--- src/rtl/htr_pkg.sv ---
// ============================================================================
// htr_pkg: shared types and constants of the triangle rasterizer
// Beat layouts, command and status codes, sequencer states and the control
// bundles that drive the shared multiplier and the divider.
// ============================================================================
`default_nettype none

package htr_pkg;

	// Command codes
	localparam logic [1:0] KIND_CLEAR = 2'd0;
	localparam logic [1:0] KIND_TRI   = 2'd1;
	localparam logic [1:0] KIND_READ  = 2'd2;

	// Status codes
	localparam logic [1:0] STATUS_DONE   = 2'd0;
	localparam logic [1:0] STATUS_CULLED = 2'd1;
	localparam logic [1:0] STATUS_READ   = 2'd2;

	// Register indexes
	localparam logic [1:0] REG_RED   = 2'd0;
	localparam logic [1:0] REG_GREEN = 2'd1;
	localparam logic [1:0] REG_BLUE  = 2'd2;
	localparam logic [1:0] REG_ALPHA = 2'd3;

	// Datapath widths
	localparam int ACC_W   = 98;
	localparam int CR_W    = 65;
	localparam int DEN_W   = 96;
	localparam int NUM_W   = 112;
	localparam int COEF_W  = 48;
	localparam int EDGE_W  = 64;
	localparam int DEPTH_W = 48;
	localparam int CNT_W   = 13;

	localparam logic [COEF_W-2:0] COEF_MAX  = '1;
	localparam logic [CNT_W-1:0]  COUNT_MAX = '1;
	localparam logic [6:0]        DIV_LAST  = 7'(NUM_W - 1);

	typedef struct packed {
		logic [1:0]         kind;
		logic signed [31:0] vert0_x;
		logic signed [31:0] vert0_y;
		logic signed [31:0] vert0_w;
		logic signed [31:0] vert1_x;
		logic signed [31:0] vert1_y;
		logic signed [31:0] vert1_w;
		logic signed [31:0] vert2_x;
		logic signed [31:0] vert2_y;
		logic signed [31:0] vert2_w;
		logic [1:0]         clear_mask;
		logic [11:0]        pixel_index;
	} in_t;

	typedef struct packed {
		logic [1:0]       status;
		logic [31:0]      pixel_color;
		logic [CNT_W-1:0] pixels_written;
	} out_t;

	typedef enum logic [3:0] {
		S_INIT,
		S_IDLE,
		S_CLEAR,
		S_READ,
		S_XMUL,
		S_XACC,
		S_XSTO,
		S_DMUL,
		S_DACC,
		S_DCHK,
		S_DIVGO,
		S_DIVW,
		S_PINIT,
		S_PIX,
		S_PDRAIN,
		S_FIN
	} state_t;

	typedef struct packed {
		logic        issue;
		logic        clr;
		logic        neg;
		logic        sh;
		logic [31:0] a;
		logic [31:0] b;
	} mac_ctl_t;

	typedef struct packed {
		logic        start;
		logic        neg;
		logic [63:0] mag;
	} div_ctl_t;

	// Next index modulo three
	function automatic logic [1:0] inc3(input logic [1:0] v);
		return (v == 2'd2) ? 2'd0 : 2'(v + 2'd1);
	endfunction

	// Magnitude of a 32-bit signed value
	function automatic logic [31:0] mag32(input logic signed [31:0] v);
		return v[31] ? 32'(-v) : 32'(v);
	endfunction

endpackage

`default_nettype wire

--- src/rtl/htr_mac.sv ---
// ============================================================================
// htr_mac: shared multiply-accumulate unit
// A registered 32x32 unsigned multiply, then a signed add or subtract of the
// product, optionally shifted up 32 bits, into a wide accumulator.
// ============================================================================
`default_nettype none

module htr_mac (
	input  wire logic                          clk,
	input  wire logic                          arst_n,
	input  wire htr_pkg::mac_ctl_t             ctl,
	output logic signed [htr_pkg::ACC_W-1:0]   acc
);

	logic        vld_s1;
	logic        clr_s1;
	logic        neg_s1;
	logic        sh_s1;
	logic [63:0] prod_s1;

	logic [95:0]                       term;
	logic signed [htr_pkg::ACC_W-1:0]  ext;
	logic signed [htr_pkg::ACC_W-1:0]  base;

	// Track a product in flight
	always_ff @(posedge clk or negedge arst_n) begin
		if (!arst_n) begin
			vld_s1 <= 1'b0;
		end else begin
			vld_s1 <= ctl.issue;
		end
	end

	// Multiply stage
	always_ff @(posedge clk) begin
		if (ctl.issue) begin
			prod_s1 <= {32'd0, ctl.a} * {32'd0, ctl.b};
			clr_s1  <= ctl.clr;
			neg_s1  <= ctl.neg;
			sh_s1   <= ctl.sh;
		end
	end

	// Align the product and pick the running base
	always_comb begin
		term = sh_s1 ? {prod_s1, 32'd0} : {32'd0, prod_s1};
		ext  = $signed({2'b00, term});
		base = clr_s1 ? '0 : acc;
	end

	// Accumulate stage
	always_ff @(posedge clk) begin
		if (vld_s1) begin
			acc <= neg_s1 ? base - ext : base + ext;
		end
	end

endmodule

`default_nettype wire

--- config.mk ---
export PLATFORM = sky130hd
export DESIGN_NAME = htr_mac
export DESIGN_NICKNAME = d
export VERILOG_FILES = /design/src/rtl/htr_pkg.sv /design/src/rtl/htr_mac.sv
export SDC_FILE = /design/constraint.sdc
export NUM_CORES = 2
export LEC_CHECK = 0
export BUFFER_PORTS_ARGS = -buffer_cell sky130_fd_sc_hd__buf_4
export CAP_MARGIN = 20
export CORE_ASPECT_RATIO = 1.2
export CORE_MARGIN = 4
export CORE_UTILIZATION = 60
export CTS_BUF_LIST = sky130_fd_sc_hd__clkbuf_4 sky130_fd_sc_hd__clkbuf_8
export CTS_CLUSTER_DIAMETER = 50
export DETAILED_ROUTE_END_ITERATION = 12
export PLACE_DENSITY = 0.77
export SLEW_MARGIN = 10
export SYNTH_ARGS = -nofsm -noshare
export SYNTH_HDL_FRONTEND = slang
export SYNTH_SLANG_ARGS = --single-unit
--- constraint.sdc ---
create_clock -name clk -period 5.95 [get_ports clk]
set_clock_uncertainty 0.05 [all_clocks]
set_input_delay 1.19 -clock clk [delete_from_list [all_inputs] [get_ports clk]]
set_output_delay 1.19 -clock clk [all_outputs]
set_load 0.01 [all_outputs]
-- Word-level counts from Yosys, hierarchy flattened
Cells that the tools add are included.
- bits in registers: 166
- input bits: 70
- output and inout bits: 98
- logic and storage cells: 12
- add/subtract/negate cells: 2
- multiply operators: 1
- multiplexer cells: 3
- operators by type and width (kind ; number):
    $mux 98 ; 2
    $add 98x97->98 ; 1
    $sub 98x97->98 ; 1
    $mux 96 ; 1
    $mul 32x32->64 ; 1

-- Longest topological paths before layout
- depth in word-level cells: 3
- gate-level depth with buffers: 29
- mapped depth without buffers: 27

-- Least setup slack after synthesis
Ideal clock, no wire load.
- path kind: input to register
- from: input port ctl[45] (netlist name)
- to: register prod_s1[57] (data pin)
- setup time: 0.265 ns
- arrival: 7.971 ns
- required time: 5.635 ns
- path slack: -2.336 ns
- cell stages on the path: 26
- path buffers: 2
- path through: clkbuf_1 > and2_1 > fa_1 > fa_1 > fa_1 > inv_1 > fa_1 > inv_1 > fa_1 > inv_1 > fa_1 > inv_1 > fa_1 > fa_1 > ha_1 > clkbuf_1 > and4_1 > nand2_1 > nand4b_1 > a2111o_1 > a21oi_1 > o21ai_1 > o31ai_2 > a31oi_1 > o21ai_0 > nand3_1
- word-level cells in the longest chain between the ends: 1
- ends and longest elaborated chain (element ; RTL line ; RTL):
    start: declaration ; htr_mac.sv:11 ; input wire htr_pkg::mac_ctl_t ctl,
    $mul 32x32->64 ; htr_mac.sv:37 ; prod_s1 <= {32'd0, ctl.a} * {32'd0, ctl.b};
    end signal: assignment ; htr_mac.sv:37 ;
    end: declaration ; htr_mac.sv:19 ; logic [63:0] prod_s1;
Every way passes these cells.
A chain may end at the register's enable or synchronous reset.

-- Worst setup path in the final report
- from: input port ctl[47] (netlist name)
- to: register prod_s1[63] (data pin)
The elaborated chain is that of the path after synthesis.

==> results.json <==
{
  "antenna_found_initial": 2,
  "synth_seq_cells": 166,
  "synth_ff_type": "edfxtp_1",
  "fillers": 5716,
  "syn_area_mm2": 0.04858,
  "dieHeight_um": 319.7,
  "syn_nets": 6832,
  "die_area_mm2": 0.08560,
  "place_ws_ps": -2627,
  "avgViaCountPerCell": 5.872,
  "track_usage_pct": 35.81,
  "drt-initial-drc-count": 3522,
  "cp_top_family": "adder cells",
  "ios": 168,
  "grt_start_max_net_pins": 81,
  "clock.fmax_ghz": 0.1268,
  "numCtsBuffers": 17,
  "area_delta_synth_final_pct": 20.70,
  "violations": "negative setup slack",
  "yosys.cell_types.count": 92,
  "synth_area_leaders": "fa_1 (37%), edfxtp_1 (10%), ha_1 (9.3%)",
  "grt_pass1_vias": 45226,
  "yosys_warnings": 0,
  "netlist_instances": 5504,
  "status": "complete, but fails checks",
  "clk_latency_ps": 540,
  "cts_tree": "yes",
  "start_util_pct": 60.39,
  "finalWorstSetupSlack_ps": -1937,
  "holdWs_ps": 385.0,
  "criticalPathCategory": "in -> reg",
  "place_hpwl_um": 126300,
  "io_buffers": 167,
  "fin_setup_tns_ps": -73620,
  "overflow": 0,
  "core_area_mm2": 0.08045,
  "finalSetupViolCount": 54,
  "worst_pin_slew_ps": 958.0,
  "utilization_pct": 72.89,
  "cts_root_buf": "clkbuf_8",
  "ctsHtreeMaxLevel": 4,
  "finalMaxSlewViolations": 0,
  "clock_path_buffers": 2,
  "yosys.area.top_type_share_pct": 36.96,
  "synth_area_leader_cell": "fa_1",
  "ant_nets": 0,
  "gp_congestion": 0.9924,
  "routed_wl_um": 154900,
  "via_count": 42158,
  "min_path_type": "in -> async",
  "finalCriticalPeriod_ps": 7887,
  "cts_sinks": 166,
  "rsz0062_at_grt": "true",
  "synth-async-reset-ratio_pct": 0.6024,
  "hold_viol": 0,
  "critical_path.max_fanout": 6,
  "cp_common_cell": "fa_1",
  "wl_per_cell_um": 21.57,
  "final_nets": 7448,
  "crit_path_end_kind": "register",
  "drt_first_pass_iters": 6,
  "layout-drive-gt1-share_pct": 21.78,
  "required_ps": 6180,
  "synth_edf_count": 165,
  "yosys-top-cells-count": "inv_1 (900), fa_1 (897), nand2_1 (676)",
  "cp.arrival_ps": 8110,
  "crit_path_max_incr_delay_ps": 580,
  "drv_cap": 0,
  "die_w_um": 267.8,
  "yosysSeqAreaShare_pct": 10.25,
  "synth_most_common_cell": "inv_1",
  "avgSynthCellArea_um2": 8.826,
  "slew_headroom_pct": 36.13,
  "slowest_stage": "fa_1",
  "min_period_over_period_pct": 132.6,
  "drt_drc_violations_left": 0,
  "grt_pass1_wl_um": 240900,
  "worst_setup_path_start_kind": "input pin",
  "clk_pin_slew_ps": 90,
  "crit_buf_inv": 5,
  "rows": 114
}
worst reg2reg max path, delay by kind of cell, from the launching register on:
family / cells / cell delay, ps
AO/OA/AOI/OAI: 9 / 2120
XOR/XNOR: 1 / 290
adder cells (fa/ha/maj): 1 / 300
buffers and inverters: 4 / 710
flip-flops: 1 / 430
AND/OR/NAND/NOR: 8 / 1630
area by class of cell:
| type | instances | area [um^2] | share of cell area (%) |
|---|---|---|---|
| clock inverters | 13 | 127.6 | 0.2176 |
| clock buffers | 19 | 249.0 | 0.4246 |
| diodes | 2 | 5.005 | 0.008535 |
| multi-input cells | 4125 | 40670 | 69.37 |
| flip-flops and latches | 166 | 4984 | 8.499 |
| repair buffers | 909 | 7910 | 13.49 |
| well taps | 1044 | 1306 | 2.228 |
| inverters | 901 | 3382 | 5.768 |
logic make-up (layout without fill, tap and decap cells):
logic type / after synthesis / after routing / synth area share [%]
other cells: 0 / 2 / 0
mux: 31 / 31 / 0.6490
compound gates: 768 / 768 / 10.00
simple gates: 1846 / 1846 / 19.38
xor+xnor: 222 / 222 / 4.018
fa+ha+maj: 1258 / 1258 / 46.26
buf+inv: 1213 / 1842 / 9.439
flops: 166 / 166 / 10.25
sequential cells by signal, indices dropped and copies added, names as in the netlist:
name,cells
acc,98
prod_s1,64
clr_s1,1
neg_s1,1
sh_s1,1
vld_s1,1
timing repair:
action	4_1_cts	5_1_grt
hold buffers	0	0
gates cloned	4	1
gates resized for setup	232	241
endpoints found under the setup margin	61	74
setup buffers	45	43
pin swaps	161	147
per-stage QoR:
step	cells	area (um^2)
finish	7179	58640
global route	7179	58640
CTS	7148	57430
detailed placement	7067	55620
global placement	7067	55620
floorplan	5504	49220
final timing paths:
| check | slack [ps] | startpoint | cells past startpoint | to |
|---|---|---|---|---|
| worst max-delay path | -1940 | ctl[47] | 25 | prod_s1[63]$_DFFE_PP_ |
| worst min-delay path | 390 | arst_n | 1 | vld_s1$_DFF_PN0_ |
| worst max register to register | 200 | sh_s1$_DFFE_PP_ | 23 | acc[96]$_DFFE_PP_ |
| worst min register to register | 820 | acc[0]$_DFFE_PP_ | 3 | acc[0]$_DFFE_PP_ |
| max in group asynchronous | 5370 | arst_n | 1 | vld_s1$_DFF_PN0_ |
| min in group clk | 770 | ctl[64] | 1 | sh_s1$_DFFE_PP_ |
layout by cell type (no fill, tap or decap), types with 47 or more instances in the layout:
| master | n |
|---|---|
| a21o_1 | 86 |
| buf_12 | 47 |
| o21bai_1 | 52 |
| buf_6 | 80 |
| edfxtp_1 | 165 |
| inv_2 | 52 |
| nand2_1 | 660 |
| fa_1 | 833 |
| ha_1 | 332 |
| nand4_1 | 48 |
| o21ai_0 | 120 |
| and2_4 | 67 |
| nor2b_1 | 117 |
| and2_1 | 511 |
| a21oi_1 | 227 |
| nor2_1 | 174 |
| nor3_1 | 60 |
| fa_2 | 64 |
| inv_1 | 849 |
| xor2_1 | 105 |
| xnor2_1 | 97 |
| buf_4 | 765 |
routing by layer:
metal / GRT usage (%) / vias up / wire [um]
met5: 0 / - / 0
met4: 17.79 / 0 / 10070
met3: 4.509 / 601 / 9809
met2: 63.75 / 1919 / 78270
met1: 42.75 / 21013 / 56700
li1: - / 18625 / -
Power is not shown: default switching activity piles up to over one toggle a cycle in this logic, so the estimate is an artifact.
