## src/rtl/htr_pkg.sv

```systemverilog
// ============================================================================
// htr_pkg: shared types and constants of the triangle rasterizer
// Beat layouts, command and status codes, sequencer states and the control
// bundles that drive the shared multiplier and the divider.
// ============================================================================
`default_nettype none

package htr_pkg;

	// Command codes
	localparam logic [1:0] KIND_CLEAR = 2'd0;
	localparam logic [1:0] KIND_TRI   = 2'd1;
	localparam logic [1:0] KIND_READ  = 2'd2;

	// Status codes
	localparam logic [1:0] STATUS_DONE   = 2'd0;
	localparam logic [1:0] STATUS_CULLED = 2'd1;
	localparam logic [1:0] STATUS_READ   = 2'd2;

	// Register indexes
	localparam logic [1:0] REG_RED   = 2'd0;
	localparam logic [1:0] REG_GREEN = 2'd1;
	localparam logic [1:0] REG_BLUE  = 2'd2;
	localparam logic [1:0] REG_ALPHA = 2'd3;

	// Datapath widths
	localparam int ACC_W   = 98;
	localparam int CR_W    = 65;
	localparam int DEN_W   = 96;
	localparam int NUM_W   = 112;
	localparam int COEF_W  = 48;
	localparam int EDGE_W  = 64;
	localparam int DEPTH_W = 48;
	localparam int CNT_W   = 13;

	localparam logic [COEF_W-2:0] COEF_MAX  = '1;
	localparam logic [CNT_W-1:0]  COUNT_MAX = '1;
	localparam logic [6:0]        DIV_LAST  = 7'(NUM_W - 1);

	typedef struct packed {
		logic [1:0]         kind;
		logic signed [31:0] vert0_x;
		logic signed [31:0] vert0_y;
		logic signed [31:0] vert0_w;
		logic signed [31:0] vert1_x;
		logic signed [31:0] vert1_y;
		logic signed [31:0] vert1_w;
		logic signed [31:0] vert2_x;
		logic signed [31:0] vert2_y;
		logic signed [31:0] vert2_w;
		logic [1:0]         clear_mask;
		logic [11:0]        pixel_index;
	} in_t;

	typedef struct packed {
		logic [1:0]       status;
		logic [31:0]      pixel_color;
		logic [CNT_W-1:0] pixels_written;
	} out_t;

	typedef enum logic [3:0] {
		S_INIT,
		S_IDLE,
		S_CLEAR,
		S_READ,
		S_XMUL,
		S_XACC,
		S_XSTO,
		S_DMUL,
		S_DACC,
		S_DCHK,
		S_DIVGO,
		S_DIVW,
		S_PINIT,
		S_PIX,
		S_PDRAIN,
		S_FIN
	} state_t;

	typedef struct packed {
		logic        issue;
		logic        clr;
		logic        neg;
		logic        sh;
		logic [31:0] a;
		logic [31:0] b;
	} mac_ctl_t;

	typedef struct packed {
		logic        start;
		logic        neg;
		logic [63:0] mag;
	} div_ctl_t;

	// Next index modulo three
	function automatic logic [1:0] inc3(input logic [1:0] v);
		return (v == 2'd2) ? 2'd0 : 2'(v + 2'd1);
	endfunction

	// Magnitude of a 32-bit signed value
	function automatic logic [31:0] mag32(input logic signed [31:0] v);
		return v[31] ? 32'(-v) : 32'(v);
	endfunction

endpackage

`default_nettype wire

```

## src/rtl/htr_div.sv

```systemverilog
// ============================================================================
// htr_div: iterative restoring divider for the inverse coefficients
// Divides a 64-bit magnitude times 2^48 by the determinant magnitude, one
// quotient bit per cycle, then saturates and gives it the sign opposite to the numerator's.
// ============================================================================
`default_nettype none

module htr_div (
	input  wire logic                                clk,
	input  wire logic                                arst_n,
	input  wire htr_pkg::div_ctl_t                   ctl,
	input  wire logic [htr_pkg::DEN_W-1:0]           den,
	output logic                                     done,
	output logic signed [htr_pkg::COEF_W-1:0]        coef
);

	logic                                busy_q;
	logic [6:0]                          cnt_q;
	logic [htr_pkg::NUM_W-1:0]           num_q;
	logic [htr_pkg::DEN_W-1:0]           rem_q;
	logic [htr_pkg::COEF_W-1:0]          quo_q;
	logic                                ovf_q;
	logic                                neg_q;

	logic [htr_pkg::DEN_W:0]             rs;
	logic [htr_pkg::DEN_W:0]             diff;
	logic                                ge;
	logic [htr_pkg::COEF_W-1:0]          cmag;

	// One restoring step
	always_comb begin
		rs   = {rem_q, num_q[htr_pkg::NUM_W-1]};
		diff = rs - {1'b0, den};
		ge   = (rs >= {1'b0, den});
	end

	// Saturate and sign the quotient
	always_comb begin
		cmag = (ovf_q || quo_q[htr_pkg::COEF_W-1]) ? {1'b0, htr_pkg::COEF_MAX}
		                                            : {1'b0, quo_q[htr_pkg::COEF_W-2:0]};
		coef = neg_q ? $signed(cmag) : -$signed(cmag);
	end

	// Control
	always_ff @(posedge clk or negedge arst_n) begin
		if (!arst_n) begin
			busy_q <= 1'b0;
			done   <= 1'b0;
			cnt_q  <= '0;
		end else begin
			done <= 1'b0;
			if (ctl.start) begin
				busy_q <= 1'b1;
				cnt_q  <= '0;
			end else if (busy_q) begin
				cnt_q <= 7'(cnt_q + 7'd1);
				if (cnt_q == htr_pkg::DIV_LAST) begin
					busy_q <= 1'b0;
					done   <= 1'b1;
				end
			end
		end
	end

	// Datapath: load the operands, then shift in one quotient bit a cycle
	always_ff @(posedge clk) begin
		if (ctl.start) begin
			num_q <= {ctl.mag, 48'd0};
			rem_q <= '0;
			quo_q <= '0;
			ovf_q <= 1'b0;
			neg_q <= ctl.neg;
		end else if (busy_q) begin
			num_q <= {num_q[htr_pkg::NUM_W-2:0], 1'b0};
			rem_q <= ge ? diff[htr_pkg::DEN_W-1:0] : rs[htr_pkg::DEN_W-1:0];
			quo_q <= {quo_q[htr_pkg::COEF_W-2:0], ge};
			ovf_q <= ovf_q | quo_q[htr_pkg::COEF_W-1];
		end
	end

endmodule

`default_nettype wire
```

## config.mk

```make
export PLATFORM = sky130hd
export DESIGN_NAME = htr_div
export DESIGN_NICKNAME = d
export VERILOG_FILES = /design/src/rtl/htr_pkg.sv /design/src/rtl/htr_div.sv
export SDC_FILE = /design/constraint.sdc
export NUM_CORES = 1
export LEC_CHECK = 0
export BUFFER_PORTS_ARGS = -buffer_cell sky130_fd_sc_hd__buf_2
export CAP_MARGIN = 20
export CORE_MARGIN = 2
export CORE_UTILIZATION = 30
export DETAILED_ROUTE_END_ITERATION = 12
export PLACE_DENSITY = 0.55
export SLEW_MARGIN = 20
export SYNTH_ARGS = -nofsm -noshare
export SYNTH_HDL_FRONTEND = slang
export SYNTH_SLANG_ARGS = --single-unit
export TNS_END_PERCENT = 10
```

## constraint.sdc

```tcl
create_clock -name clk -period 4.5 [get_ports clk]
set_input_delay 0.225 -clock clk [delete_from_list [all_inputs] [get_ports clk]]
set_output_delay 0.225 -clock clk [all_outputs]
set_load 0.02 [all_outputs]
```

### Word level (Yosys, flattened, before mapping)

Index checks and enable logic that the tools add are counted.

* output and inout bits: 49
* word-level logic and storage cells: 29
* RAM bits: 0
* ROM bits: 0
* memories: 0
* bits of input ports: 164
* register bits after elaboration: 219
* bits in latches: 0

* muxes and demuxes: 13
* div/mod/pow operators: 0
* bitwise operators: 1
* magnitude comparators: 1
* reduce and logical (&&, ||, !) cells: 2
* add/sub/neg operators: 3
* equality and inequality tests: 1
* multipliers: 0
* shift operators: 0

Operators with widths (count)
* 112-bit 2-to-1 mux: 2
* 97-bit by 96-bit greater-or-equal comparator with 1-bit output: 1
* 96-bit 2-to-1 mux: 1
* 96-bit subtractor: 1
* 48-bit 2-to-1 mux: 1
* 47-bit negation with 48-bit output: 1
* 47-bit 2-to-1 mux: 1
* 7-bit 2-to-1 mux: 2
* 7-bit by 1-bit adder with 7-bit output (second input constant): 1
* 7-bit equality test (second input constant): 1
* 1-bit 2-to-1 mux: 6
* 2-bit nonzero test: 1
* 1-bit logical OR: 1
* 1-bit bitwise OR: 1

### Depth between registers and ports, before layout

* word-level depth: 4
* gate-level depth with buffers: 16
* mapped depth without buffers: 14

### Worst setup path after synthesis

OpenSTA, ideal clock, no wires.

* path kind: flip-flop to output port
* start: register ovf_q
* end: output coef[38] (netlist bit)
* data required time: 4275 ps
* slack: 636 ps
* arrival time: 3639 ps
* buffers on the path: 3
* stages on the path, launching flop included: 16
* cell sequence: dfxtp_1 > or2_2 > buf_6 > clkbuf_1 > clkbuf_1 > nor2_1 > ha_1 > nand2_1 > or3_1 > nor3_1 > nand2_1 > nor2_1 > a41oi_1 > nor2_1 > o21a_1 > xor2_1

* word-level cells in the longest chain between the ends: 4

Ends and longest elaborated chain
* start: declaration: line htr_div.sv:22 `logic ovf_q;`
* start signal: assignment: line htr_div.sv:77 `ovf_q <= ovf_q | quo_q[htr_pkg::COEF_W-1];`
* 1-bit logical OR *: line htr_div.sv:39 `cmag = (ovf_q || quo_q[htr_pkg::COEF_W-1]) ? {1'b0, htr_pkg::COEF_MAX}`
* 47-bit 2-to-1 mux *: line htr_div.sv:39
* 47-bit negation with 48-bit output: line htr_div.sv:41 `coef = neg_q ? $signed(cmag) : -$signed(cmag);`
* 48-bit 2-to-1 mux *: line htr_div.sv:41
* end: declaration: line htr_div.sv:14 `output logic signed [htr_pkg::COEF_W-1:0] coef`

Mark *: on every way between the ends. The rest lies on a longest branch, timed or not.

### Worst setup path after layout

* start: register quo_q[0] (netlist bit)
* end: output coef[41] (netlist bit)

* word-level cells in the longest chain between the ends: 3

Ends and longest elaborated chain
* start: declaration: line htr_div.sv:21 `logic [htr_pkg::COEF_W-1:0] quo_q;`
* start signal: assignment: line htr_div.sv:76 `quo_q <= {quo_q[htr_pkg::COEF_W-2:0], ge};`
* 47-bit 2-to-1 mux: line htr_div.sv:39
* 47-bit negation with 48-bit output: line htr_div.sv:41
* 48-bit 2-to-1 mux: line htr_div.sv:41

No other way between the ends.

==> impl_results.md <==
- Min Tclk post-route: 4.31 ns
- Max-slew violations: 0
- Post-synthesis sequential area ratio: 29.7%
- Crit-path max FO: 6
- Synth Area in XOR/XNOR: 5.44%
- Launch point of the worst path: quo_q[0]
- Synth Cell Area: 0.0171 mm2
- HPWL reported at the end of detailed placement: 40900 um
- Largest family of logic cells by synthesized area: compound AO/OA/AOI/OAI gates
- Worst hold-check path type: input pin to register
- Initial DRC count: 1154
- Critical path arrival: 4.08 ns
- Post-Route Utilization: 36.1%
- Total power: 11.2 mW
- RSZ-0062 raised after global routing: yes
- Core ar.: 0.0564 mm2
- Hold Vio Cnt, Final: 0
- Initial core utilization: 30.3%
- Hold WS: 0.0578 ns
- Pwr Density: 549 mW/mm2
- # rows: 87
- Status: complete, no violations
- IO Pins: 213
- Port buffer count: 212
- Hold path start: ctl[63]
- Syn Area/Cell: 7.82 um2
- Remaining Overflow, GRT: 0
- WP data required: 4.28 ns
- Fraction of layout cells with a size suffix above 1: 15.9%
- Synth cell types: 84
- Global Route Usage Sum: 18.0%
- Ys async rst share: 4.11%
- Setup_tns: 0 ns
- Die H: 243 um
- Clock Tree Root: clkbuf_16
- Die ar.: 0.0588 mm2
- Vias per cell: 5.36
- Initial antenna violation count: 4
- CTS Buf Count: 29
- Startpoint types: register
- Design Area, Final: 0.0203 mm2
- Post-synth EDFFs: 65
- Post-route setup slack: 0.191 ns
- Drt wl/cell: 17.5 um
- IR drop worst, VDD: 0.583 mV
- Compound-Gate Fraction of Synth Area: 23.3%
- 1st-pass router iterations: 5
- Post-Route WL: 55200 um
- First-pass GRT wire length: 87800 um
- Clock slew at reported path FFs: 0.06 ns
- Crit Path Category: register to primary output
- Later-pin clock latency in the skew report: 0.59 ns
- Slew margin rel.: 43.9%
- Pin slew with the least headroom to its limit: 0.842 ns
- Cells after DPL: 3032
- Final net count: 2636
- Vias in the first global route: 16.4k
- Adder-Cell Fraction of Synth Area: 7.30%
- Post-synthesis mux area share: 7.27%
- Pre-CTS setup slack: 0.180 ns
- Reg-to-reg startpoint: rem_q[2]
- Crit path capture type: primary output
- Gpl congestion: 0.922
- Clock sinks: 219
- H-Tree Depth: 1
- Post-Synth Simple-Gate Area: 20.5%
- Routed vias: 16.9k
- TritonCTS clock tree: yes
- Die Span X: 243 um
- Final setup fails: 0
- P&R area growth vs syn: 19.1%
- Max Cap Viol: 0
- Area post-placement: 0.0187 mm2
- Synth Register Bits: 219
- Final ANT Viol Nets: 0
- Pin count of the biggest net entering global routing: 80
- Cells after synthesis: 2185
- Syn_nets: 2448
- Post-Layout Cell Count: 3154
- Leak pwr: 9.11 nW
- Clk buf depth: 3
- Yosys warnings: 0
- Ys flop type: dfxtp_1
- Fmax: 232 MHz
- Worst Skew: 0.0135 ns
- Period Utilization, post-route: 95.8%
- DRC viols: 0
==> worst max-delay path, cell delays in order (launching register included) <==
cell and delay, ns:
dfxtp_1 0.35, or3_4 0.41, or3_4 0.35, or4_4 0.46, nor4b_4 0.34, nand2_2 0.10
nor3_4 0.24, nand3_2 0.15, nor3_1 0.32, a31oi_1 0.20, o21ai_0 0.34, buf_2 0.24
==> placed cells by master (no fill, tap or decap), types with 64 or more instances in the layout <==
master         synthesis  final
a21o_1                65     65
ha_1                  98     98
a21oi_1              166    166
nand2_1              253    252
inv_1                131    130
edfxtp_1              65     65
dfxtp_1              145    145
nand4_1               65     65
buf_2                 13    211
mux2_2                64     64
o21ai_0              119    118
dlygate4sd3_1          0     65
nor2_1               269    267
a311oi_1              73     73
xnor2_1               72     72
==> repair_timing <==
item	4_1_cts	5_1_grt
hold buffers	65	0
gates resized for setup	0	5
endpoints found under the hold margin	73	0
setup endpoints to repair	0	27
buffers inserted	0	1
==> layout make-up <==
type | instances | area, um2
clock inverter | 15 | 140
multi-input combinational | 1687 | 10900
tap | 756 | 946
fill | 5993 | 36100
inverter | 131 | 492
sequential | 219 | 5080
clock buffer | 38 | 790
timing repair buffer | 305 | 1950
antenna | 3 | 7.51
==> worst paths after layout <==
| path | slack, ns | depth (start not counted) | to |
|---|---|---|---|
| worst min register to register | 0.49 | 2 | rem_q[38] |
| worst max register to register | 0.54 | 13 | rem_q[7] |
| min in group asynchronous | 0.09 | 2 | cnt_q[3] |
| worst max-delay path | 0.19 | 11 | coef[41] |
| worst min-delay path | 0.06 | 2 | num_q[111] |
| max in group asynchronous | 4.20 | 2 | busy_q |
==> cells by family (layout without fill, tap and decap cells) <==
logic type               count (synthesis)  after routing
AO/OA/AOI/OAI                          601            601
XOR/XNOR                               106            106
adder cells (fa/ha/maj)                 99             99
buffers and inverters                  279            489
flip-flops                             219            219
multiplexers                           116            116
other                                    0              3
AND/OR/NAND/NOR                        765            765
==> synth_stat cells (72+ instances only) <==
library cell	n	area, um2
nor2_1	269	1010
nand2_1	253	950
a21oi_1	166	831
dfxtp_1	145	2900
inv_1	131	492
o21ai_0	119	596
clkbuf_1	117	439
ha_1	98	1230
a311oi_1	73	639
xnor2_1	72	631
==> routing by layer <==
metal	part of all wire, %	global-route usage (%)	vias up
li1	-	-	8272
met1	47	24.9	8047
met2	45	29.3	479
met3	5.5	2.38	98
met4	2.7	5.50	0
met5	0	0	-
==> registers in the layout, indices dropped and copies added (netlist names) <==
| signal | flops |
|---|---|
| rem_q | 96 |
| num_q | 64 |
| quo_q | 48 |
| cnt_q | 7 |
| busy_q | 1 |
| done | 1 |
| neg_q | 1 |
| ovf_q | 1 |
==> report_power, final <==
group	switching, mW	total (mW)	internal, mW
Clock	0.961	2.31	1.35
Sequential	0.324	2.79	2.46
Combinational	3.77	6.07	2.30
Power figures use the tool's default switching activity.
